File: src/hdl/mcwd_pkg.sv
// Shared types and constants for the multi-channel watchdog.
package mcwd_pkg;

    localparam int CHANNELS = 8;
    localparam int CNT_W    = $clog2(CHANNELS + 1);

    typedef enum logic [2:0] {
        OP_REGISTER = 3'd0,
        OP_KICK     = 3'd1,
        OP_START    = 3'd2,
        OP_PAUSE    = 3'd3,
        OP_STOP     = 3'd4,
        OP_TICK     = 3'd5
    } t_op;

    typedef struct packed {
        logic [2:0] operation;
        logic [2:0] watch_index;
    } t_item;

    typedef struct packed {
        logic [2:0] assigned_index;
        logic       accepted;
        logic       tripped;
        logic [7:0] missed_mask;
        logic       stopped_now;
        logic       watching_now;
    } t_result;

endpackage

File: src/hdl/mcwd_core.sv
// Watchdog state registers and the combinational operation decode.
module mcwd_core (
    input  logic             i_clk,
    input  logic             i_rst_n,
    input  logic             i_fire,
    input  mcwd_pkg::t_item  i_item,
    output mcwd_pkg::t_result o_res
);

    logic [mcwd_pkg::CHANNELS-1:0] r_alive, n_alive;
    logic [mcwd_pkg::CHANNELS-1:0] reg_set, slot_hot, kick_hot, missed;
    logic [mcwd_pkg::CNT_W-1:0]    r_total, n_total;
    logic                          r_watch, n_watch;
    logic                          r_halted, n_halted;
    logic                          kick_ok;
    logic [7:0]                    missed_low;

    // Per-channel decode: registered slots, next free slot, kick target.
    always_comb begin
        for (int i = 0; i < mcwd_pkg::CHANNELS; i++) begin
            reg_set[i]  = (mcwd_pkg::CNT_W'(i) < r_total);
            slot_hot[i] = (mcwd_pkg::CNT_W'(i) == r_total);
            kick_hot[i] = ({29'd0, i_item.watch_index} == 32'(i));
        end
    end

    assign kick_ok = ({29'd0, i_item.watch_index} < 32'(mcwd_pkg::CHANNELS));
    assign missed  = r_watch ? (reg_set & ~r_alive) : '0;

    // Only channels 0 to 7 are visible in the mask.
    for (genvar b = 0; b < 8; b++) begin : g_mask
        if (b < mcwd_pkg::CHANNELS) begin : g_on
            assign missed_low[b] = missed[b];
        end else begin : g_off
            assign missed_low[b] = 1'b0;
        end
    end

    always_comb begin
        n_alive  = r_alive;
        n_total  = r_total;
        n_watch  = r_watch;
        n_halted = r_halted;
        o_res    = '0;
        if (i_item.operation == mcwd_pkg::OP_STOP) begin
            n_halted       = 1'b1;
            o_res.accepted = 1'b1;
        end else if (!r_halted) begin
            case (i_item.operation)
                mcwd_pkg::OP_REGISTER: begin
                    if (r_total < mcwd_pkg::CNT_W'(mcwd_pkg::CHANNELS)) begin
                        o_res.assigned_index = 3'(r_total);
                        o_res.accepted       = 1'b1;
                        n_alive              = r_alive | slot_hot;
                        n_total              = r_total + 1'b1;
                    end
                end
                mcwd_pkg::OP_KICK: begin
                    if (kick_ok) begin
                        o_res.accepted = 1'b1;
                        n_alive        = r_alive | kick_hot;
                    end
                end
                mcwd_pkg::OP_START: begin
                    n_watch        = 1'b1;
                    o_res.accepted = 1'b1;
                end
                mcwd_pkg::OP_PAUSE: begin
                    n_watch        = 1'b0;
                    o_res.accepted = 1'b1;
                end
                mcwd_pkg::OP_TICK: begin
                    o_res.accepted = 1'b1;
                    n_alive        = '0;
                    if (|missed) begin
                        o_res.tripped     = 1'b1;
                        o_res.missed_mask = missed_low;
                        n_halted          = 1'b1;
                    end
                end
                default: begin
                end
            endcase
        end
        o_res.stopped_now  = n_halted;
        o_res.watching_now = n_watch;
    end

    always_ff @(posedge i_clk) begin
        if (!i_rst_n) begin
            r_alive  <= '0;
            r_total  <= '0;
            r_watch  <= 1'b0;
            r_halted <= 1'b0;
        end else if (i_fire) begin
            r_alive  <= n_alive;
            r_total  <= n_total;
            r_watch  <= n_watch;
            r_halted <= n_halted;
        end
    end

    // Stop is sticky until reset.
    a_halt_sticky: assert property (@(posedge i_clk) disable iff (!i_rst_n)
        r_halted |=> r_halted)
        else $error("halted state cleared without reset");

    a_total_bound: assert property (@(posedge i_clk) disable iff (!i_rst_n)
        r_total <= mcwd_pkg::CNT_W'(mcwd_pkg::CHANNELS))
        else $error("registered count beyond channel count");

    a_reg_count: assert property (@(posedge i_clk) disable iff (!i_rst_n)
        (i_fire && i_item.operation == mcwd_pkg::OP_REGISTER && o_res.accepted)
        |=> (r_total == $past(r_total) + 1'b1))
        else $error("accepted register did not advance the count");

    a_trip_halts: assert property (@(posedge i_clk) disable iff (!i_rst_n)
        (i_fire && o_res.tripped) |=> (r_halted && r_alive == '0))
        else $error("trip did not halt and clear marks");

endmodule

File: src/hdl/multi_channel_watchdog.sv
// Multi-channel watchdog top level: handshake and registered result stage.
//
// Each input transaction is one operation (register, kick, start, pause,
// stop, check tick) and produces exactly one result transaction. The
// operation is decoded and the channel state updated in the cycle the
// transaction is accepted; the result appears in the output register on the
// next cycle, and the block sustains one transaction per clock. Input ready
// is high whenever the output register is empty or is being emptied in the
// same cycle, so throughput drops only while the downstream side holds off
// ready. Up to mcwd_pkg::CHANNELS channels can be registered; a trip or a
// stop request leaves the block stopped until reset, and while stopped
// everything except request stop is refused.
module multi_channel_watchdog (
    input  logic              i_clk,
    input  logic              i_rst_n,
    input  logic              i_in_valid,
    output logic              o_in_ready,
    input  mcwd_pkg::t_item   i_in_data,
    output logic              o_out_valid,
    input  logic              i_out_ready,
    output mcwd_pkg::t_result o_out_data
);

    logic              fire;
    mcwd_pkg::t_result res;
    mcwd_pkg::t_result r_out;
    logic              r_out_valid;

    // Output register may be refilled in the cycle it drains.
    assign o_in_ready = !r_out_valid || i_out_ready;
    assign fire       = i_in_valid && o_in_ready;

    mcwd_core u_core (
        .i_clk   (i_clk),
        .i_rst_n (i_rst_n),
        .i_fire  (fire),
        .i_item  (i_in_data),
        .o_res   (res)
    );

    always_ff @(posedge i_clk) begin
        if (!i_rst_n) begin
            r_out_valid <= 1'b0;
        end else if (fire) begin
            r_out_valid <= 1'b1;
        end else if (i_out_ready) begin
            r_out_valid <= 1'b0;
        end
    end

    // Payload: no reset needed.
    always_ff @(posedge i_clk) begin
        if (fire) begin
            r_out <= res;
        end
    end

    assign o_out_valid = r_out_valid;
    assign o_out_data  = r_out;

    // A trip always reports the stopped state.
    a_trip_stop: assert property (@(posedge i_clk) disable iff (!i_rst_n)
        (r_out_valid && r_out.tripped) |-> r_out.stopped_now)
        else $error("trip reported without stopped state");

    // Every accepted transaction yields a result on the next cycle.
    a_one_result: assert property (@(posedge i_clk) disable iff (!i_rst_n)
        fire |=> r_out_valid)
        else $error("accepted transaction produced no result");

    a_no_ghost: assert property (@(posedge i_clk) disable iff (!i_rst_n)
        (!fire && r_out_valid && i_out_ready) |=> !r_out_valid)
        else $error("result repeated after delivery");

endmodule

File: config.mk
export PLATFORM = sky130hd
export DESIGN_NAME = multi_channel_watchdog
export DESIGN_NICKNAME = d
export VERILOG_FILES = /design/src/hdl/mcwd_pkg.sv /design/src/hdl/mcwd_core.sv /design/src/hdl/multi_channel_watchdog.sv
export SDC_FILE = /design/constraint.sdc
export NUM_CORES = 1
export LEC_CHECK = 0
export ABC_AREA = 1
export BUFFER_PORTS_ARGS = -buffer_cell sky130_fd_sc_hd__buf_4
export CAP_MARGIN = 20
export CORE_ASPECT_RATIO = 1.25
export CORE_MARGIN = 1.5
export CORE_UTILIZATION = 45
export CTS_CLUSTER_SIZE = 24
export DETAILED_ROUTE_END_ITERATION = 7
export PLACE_DENSITY = 0.69
export SETUP_SLACK_MARGIN = 0.4
export SLEW_MARGIN = 20
export SYNTH_ARGS = -nofsm -noshare
export SYNTH_HDL_FRONTEND = slang
export SYNTH_SLANG_ARGS = --single-unit
export TNS_END_PERCENT = 20
File: constraint.sdc
create_clock -name i_clk -period 1.6 [get_ports i_clk]
set_clock_uncertainty 0.1 [all_clocks]
set_input_delay 0.16 -clock i_clk [delete_from_list [all_inputs] [get_ports i_clk]]
set_output_delay 0.16 -clock i_clk [all_outputs]
set_load 0.01 [all_outputs]
## Word level (Yosys, flattened, before mapping)

Cells that the tools add are included.

| word-level totals | value |
|---|---|
| register bits | 30 |
| bits of input ports | 10 |
| output and inout port bits | 17 |
| logic and storage cells | 83 |

| cells by class | value |
|---|---|
| add/subtract/negate cells | 1 |
| $lt $le $gt $ge | 9 |
| equality and inequality tests | 20 |
| muxes and demuxes | 17 |
| bitwise gates (word level) | 10 |
| reduce and logical (&&, ||, !) cells | 15 |

Operators by type and width:

| cell | count |
|---|---|
| case mux 8 bit (3 select lines) | 1 |
| equality test 3 bit (second input constant) | 6 |
| two-way mux 9 bit | 2 |
| equality test 3 x 4 -> 1 bit (first input constant) | 4 |
| less-than comparator 3 x 4 -> 1 bit (first input constant) | 4 |
| two-way mux 8 bit | 2 |
| OR 8 bit | 2 |
| equality test 3 x 2 -> 1 bit (second input constant) | 4 |
| OR reduction 4 bit | 3 |
| two-way mux 10 bit | 1 |
| AND reduction 5 bit | 2 |
| AND 8 bit | 1 |
| equality test 2 x 4 -> 1 bit (first input constant) | 2 |
| less-than comparator 1 x 4 -> 1 bit (first input constant) | 2 |
| less-than comparator 2 x 4 -> 1 bit (first input constant) | 2 |
| two-way mux 1 bit | 8 |
| inverter 8 bit | 1 |
| OR reduction 8 bit | 1 |
| equality test 3 x 1 -> 1 bit (second input constant) | 2 |
| logical NOT 3 bit | 2 |
| inverter 1 bit | 6 |
| adder 4 x 1 -> 4 bit (second input constant) | 1 |
| equality test 1 x 4 -> 1 bit (first input constant) | 1 |
| logical NOT 4 bit | 1 |
| 10 further kinds | 11 |

## Logic depth before layout (Yosys ltp)

| logic depth | value |
|---|---|
| depth after elaboration | 8 |
| gate-level depth with buffers | 9 |

## Hierarchy

From an unflattened synthesis, not the netlist that was laid out.

| second synthesis, totals | value |
|---|---|
| cells, all modules | 190 |
| area total of the unflattened synthesis | 1545.2 um2 |

By module, submodules not included:

| module | times used | cells each | area each (um2) |
|---|---|---|---|
| mcwd_core | 1 | 168 | 1043.5 |
| multi_channel_watchdog | 1 | 22 | 501.7 |

## Worst setup path before layout

Ideal clock, no wire load.

| path | value |
|---|---|
| kind | register -> register |
| start | register r_out_valid (netlist: o_out_valid) |
| end | register u_core.r_alive[1] in the netlist's numbering |
| arrival | 1468 ps |
| path slack | -94 ps |
| stages on the path, launching flop included | 7 |
| path buffers | 0 |
| cells stage by stage | dfxtp_1 > nand2_1 > nand2_1 > inv_1 > nand3_2 > o21ai_2 > nor2_1 |

| between the ends | value |
|---|---|
| cells in the longest elaborated chain, start to end | 4 |

Ends and longest elaborated chain:

| element | line | RTL |
|---|---|---|
| start: declaration | multi_channel_watchdog.sv:27 | `logic r_out_valid;` |
| start signal: assignment | multi_channel_watchdog.sv:43 | `r_out_valid <= 1'b0;` |
| start signal: assignment | multi_channel_watchdog.sv:45 | `r_out_valid <= 1'b1;` |
| start signal: assignment | multi_channel_watchdog.sv:47 | `r_out_valid <= 1'b0;` |
| logical NOT 1 bit | multi_channel_watchdog.sv:30 | `assign o_in_ready = !r_out_valid \|\| i_out_ready;` |
| logical OR 1 bit | multi_channel_watchdog.sv:30 |  |
| net o_in_ready | multi_channel_watchdog.sv:17 | `output logic o_in_ready,` |
| logical AND 1 bit | multi_channel_watchdog.sv:31 | `assign fire = i_in_valid && o_in_ready;` |
| net fire | multi_channel_watchdog.sv:24 | `logic fire;` |
| AND reduction 5 bit (no line) | n/a |  |
| end signal: assignment | mcwd_core.sv:96 | `r_alive <= n_alive;` |
| end: declaration | mcwd_core.sv:10 | `logic [mcwd_pkg::CHANNELS-1:0] r_alive, n_alive;` |

The timed path passes the listed nets, and every way through them passes these cells.
A chain may end at the register's enable or synchronous reset.

## Final worst setup path

| path | value |
|---|---|
| start | register u_core.r_total[0] in the netlist's numbering |
| end | register r_out (netlist bit o_out_data[7]) (data pin) |

| between the ends | value |
|---|---|
| cells in the longest elaborated chain, start to end | 6 |
| elaborated cells on any way between the ends | 13 |
| those cells by class | order compare (8); mux (1); bitwise (2); reduce/logical (2) |

Ends and longest elaborated chain:

| element | line | RTL |
|---|---|---|
| start: declaration | mcwd_core.sv:12 | `logic [mcwd_pkg::CNT_W-1:0] r_total, n_total;` |
| start signal: assignment | mcwd_core.sv:97 | `r_total <= n_total;` |
| less-than comparator 1 x 4 -> 1 bit, or another cell as far along | mcwd_core.sv:21 | `reg_set[i] = (mcwd_pkg::CNT_W'(i) < r_total);` |
| AND 8 bit (*) | mcwd_core.sv:28 | `assign missed = r_watch ? (reg_set & ~r_alive) : '0;` |
| two-way mux 8 bit (*) | mcwd_core.sv:28 |  |
| OR reduction 8 bit | mcwd_core.sv:75 | `if (\|missed) begin` |
| inverter 1 bit (no line) | n/a |  |
| OR reduction 4 bit (no line) | n/a |  |
| end signal: assignment | multi_channel_watchdog.sv:54 | `r_out <= res;` |
| end: declaration | multi_channel_watchdog.sv:26 | `mcwd_pkg::t_result r_out;` |

Every way passes the cells marked *; elsewhere a longest branch is shown, timed or not.

==> summary.md <==
| Metric | Value |
|---|---|
| Max-slew violations | `0` |
| Max VDD drop | `around 0.58 mV` |
| Largest family of logic cells by synthesized area | `simple AND/OR/NAND/NOR gates` |
| Crit end category | `flip-flop` |
| Setup crit start kind | `flip-flop` |
| PnR Total Power | `roughly 1.5 mW` |
| Die Span X | `between 50 and 60 um` |
| Share of layout cells above drive strength 1 | `0.3957` |
| Crit path from | `u_core.r_total[0]$_SDFFE_PN0P_` |
| Worst min-delay path startpoint | `i_in_valid` |
| Post-synthesis sequential area ratio | `0.5141` |
| Worst path arrival time | `1530 ps` |
| Reg2Reg Depth | `9` |
| Adder-cell share of the synthesized area | `0.02571` |
| Finished layout cell area | `0.002097 mm^2` |
| DP Area | `0.001810 mm^2` |
| Hold Path Class | `in -> reg` |
| Number of global-route vias before repair | `1343` |
| Initial DRC Count | `28` |
| Die H | `66.69 um` |
| Maxcap violations | `0` |
| GR Overflow Total | `0` |
| Antenna diodes | `0` |
| DR WL/cell | `between 10 and 15 um` |
| DRC errors left | `0` |
| Antenna viol nets, final | `0` |
| Antenna violations before repair | `0` |
| Power Density | `approximately 710 mW/mm^2` |
| First-pass GRT wire length | `roughly 5800 um` |
| Post-Synth XOR/XNOR Area | `0` |
| Starting Density | `0.4822` |
| Clock transition at the registers of the reported paths | `90 ps` |
| CTS tree | `built` |
| Pin count of the biggest net entering global routing | `16` |
| Fmax achieved | `between 600 and 700 MHz` |
| Worst R2R Start | `u_core.r_total[0]$_SDFFE_PN0P_` |
| Synth Area per Inst | `roughly 8 um^2` |
| Rows | `22` |
| Area growth, synth to finish | `43.62%` |
| Fill count | `roughly 250` |
| Final Cycle Share | `0.9647` |
| Vias | `1427` |
| Post-Synth Simple-Gate Area | `0.2674` |
| Crit-path leading delay family | `simple AND/OR/NAND/NOR gates` |
| WP depth | `9` |
| Post-synthesis net count | `roughly 200` |
| RSZ-0062 raised after global routing | `yes` |
| Post-Place Worst Slack | `-48.49 ps` |
| CTS H-Tree Depth | `2` |
| DRT Pass-1 Iters | `6` |
| Tot GR Track Use | `0.2246` |
| Hold Crit Depth | `3` |
| Final setup violation count | `0` |
| Multiplexer area fraction after synthesis | `0` |
| Port Buf Inserts | `26` |
| Min Hold Slack | `approximately 50 ps` |
| Setup TNS | `0 ps` |
| Crit path cell chain | `inv_6 -> ha_4 -> nand3_4 -> nand3_4 -> nand2_2 -> nor2_2 -> nand2_2 -> nand3_4 -> nor2_1` |
| Worst-Skew Late Latency | `around 330 ps` |
| CTS root buf | `clkbuf_4` |
| Critical path's slowest cell | `dfxtp_4` |
| Synth Area in Compound Gates | `0.1208` |
| CP Buf/Inv Count | `1` |
| Seq cells post-synth | `30` |
| Leakage | `about 0.9 nW` |
| CP Max Fanout | `5` |
| Avg Vias per Cell | `~5.3` |
| Placer Congestion | `0.8537` |
| Final WS setup | `roughly 57 ps` |
| Status | `complete, no violations` |
| Crit-path most repeated cell | `nand3_4` |
| Core Area | `0.003028 mm^2` |
| Actual slew at the worst max-slew pin | `roughly 530 ps` |
| Fin. Hold Viols | `0` |
| CTS sink cnt | `30` |
| Die area | `around 0.0036 mm^2` |
| Deepest clock path buffer count | `2` |
| Final net count | `between 200 and 250` |
| Worst endpoint required time | `about 1600 ps` |
| WL final | `3539 um` |
| Post-DP HPWL | `2506 um` |
| Warning count from the yosys run | `0` |
| Crit Path Class | `reg -> reg` |
| Synthesized instance count | `184` |
| Post-Syn Area | `~0.0015 mm^2` |
| Worst path max stage delay | `between 300 and 400 ps` |
| CTS buffer count | `5` |
| Worst slew margin | `0.6458` |
| Yosys cell types | `19` |
| Min Tclk post-route | `1543 ps` |
| I/O Pins | `27` |
==> sequential cells by signal, summed over array words and instances, names as in the netlist <==
| register | flops |
|---|---|
| u_core.r_alive | 8 |
| u_core.r_total | 4 |
| o_out_valid | 1 |
| u_core.r_watch | 1 |
| o_out_data | 15 |
| u_core.r_halted | 1 |
==> area by class of cell <==
class | instances | area [um^2] | share of cell area
repair buffers | 42 | 317.8 | 0.1516
multi-input cells | 127 | 789.5 | 0.3765
inverters | 28 | 123.9 | 0.05907
clock inverters | 2 | 8.758 | 0.004177
well taps | 36 | 45.04 | 0.02148
flip-flops and latches | 30 | 770.7 | 0.3675
clock buffers | 6 | 41.29 | 0.01969
==> per-layer routing <==
metal	track usage	vias to the layer above	part of all wire	wire length, um
li1	-	711	-	-
met1	0.2411	664	0.39	1369
met2	0.3994	44	0.54	1924
met3	0.05381	8	0.048	169
met4	0.1026	0	0.021	76
met5	0	-	0	0
==> cells by family after synthesis <==
kind of cell | count (synthesis)
AND/OR/NAND/NOR | 91
adder cells (fa/ha/maj) | 3
flip-flops | 30
AO/OA/AOI/OAI | 32
buffers and inverters | 28
==> final timing paths <==
kind | slack (ps) | endpoint
worst max-delay path | 60 | o_out_data[7]$_SDFFCE_PP0P_
worst min-delay path | 50 | o_out_valid$_SDFFE_PN0P_
worst max register to register | 60 | o_out_data[7]$_SDFFCE_PP0P_
worst min register to register | 360 | u_core.r_alive[0]$_SDFFE_PN0P_
==> Yosys cell counts, drive strengths merged <==
| cell type | number | area (um^2) |
|---|---|---|
| a21boi | 1 | 7.510 |
| o21ai | 13 | 68.82 |
| a21oi | 16 | 83.83 |
| nand2 | 39 | 146.4 |
| dfxtp | 15 | 300.3 |
| a221o | 1 | 10.01 |
| nor2 | 33 | 133.9 |
| o22ai | 1 | 6.260 |
| nand4 | 4 | 25.02 |
| inv | 28 | 105.1 |
| nand3 | 14 | 80.08 |
| ha | 3 | 37.54 |
| edfxtp | 15 | 450.4 |
| nor3 | 1 | 5.000 |
==> cell usage in the layout (no fill, tap or decap), types with 2 or more instances in the layout <==
cell type	synthesis	final
clkbuf_4	0	5
nor2_1	31	21
nand3_4	0	6
edfxtp_1	15	15
nor2_2	1	8
ha_4	0	2
o21ai_0	12	11
nand3_1	12	7
dfxtp_4	0	5
inv_1	28	21
inv_4	0	2
inv_2	0	2
nand2_1	39	30
dfxtp_1	15	9
nand2_2	0	7
buf_4	0	41
nand3_2	2	2
nor2_4	1	4
nand4_1	4	4
a21oi_1	15	15
nand2_4	0	2
==> power by group <==
group | total, mW | leakage, nW | internal, mW | switching (mW)
clock network | 0.421 | 0.0297 | 0.165 | 0.256
registers | 0.845 | 0.277 | 0.831 | 0.0147
logic | 0.230 | 0.589 | 0.0975 | 0.133
total | 1.50 | 0.896 | 1.09 | 0.404
==> tightest hold or removal path: stages <==
cell and delay, ps:
buf_4 120, nand2_4 80, a21boi_0 80
==> repair_timing <==
action,CTS,global route
setup buffers,8,4
gates resized for setup,16,26
cloned,1,0
setup endpoints to repair,38,41
pin swaps,2,11
endpoints found under the hold margin,1,0
hold buffers,1,0
==> through the flow <==
stage          utilization  std cells
2_1_floorplan            -        184
3_3_place_gp        0.5979        249
3_5_place_dp        0.5979        249
4_1_cts             0.6574        267
5_1_grt             0.6926        271
6_report            0.6926        271
Power figures use the tool's default switching activity.
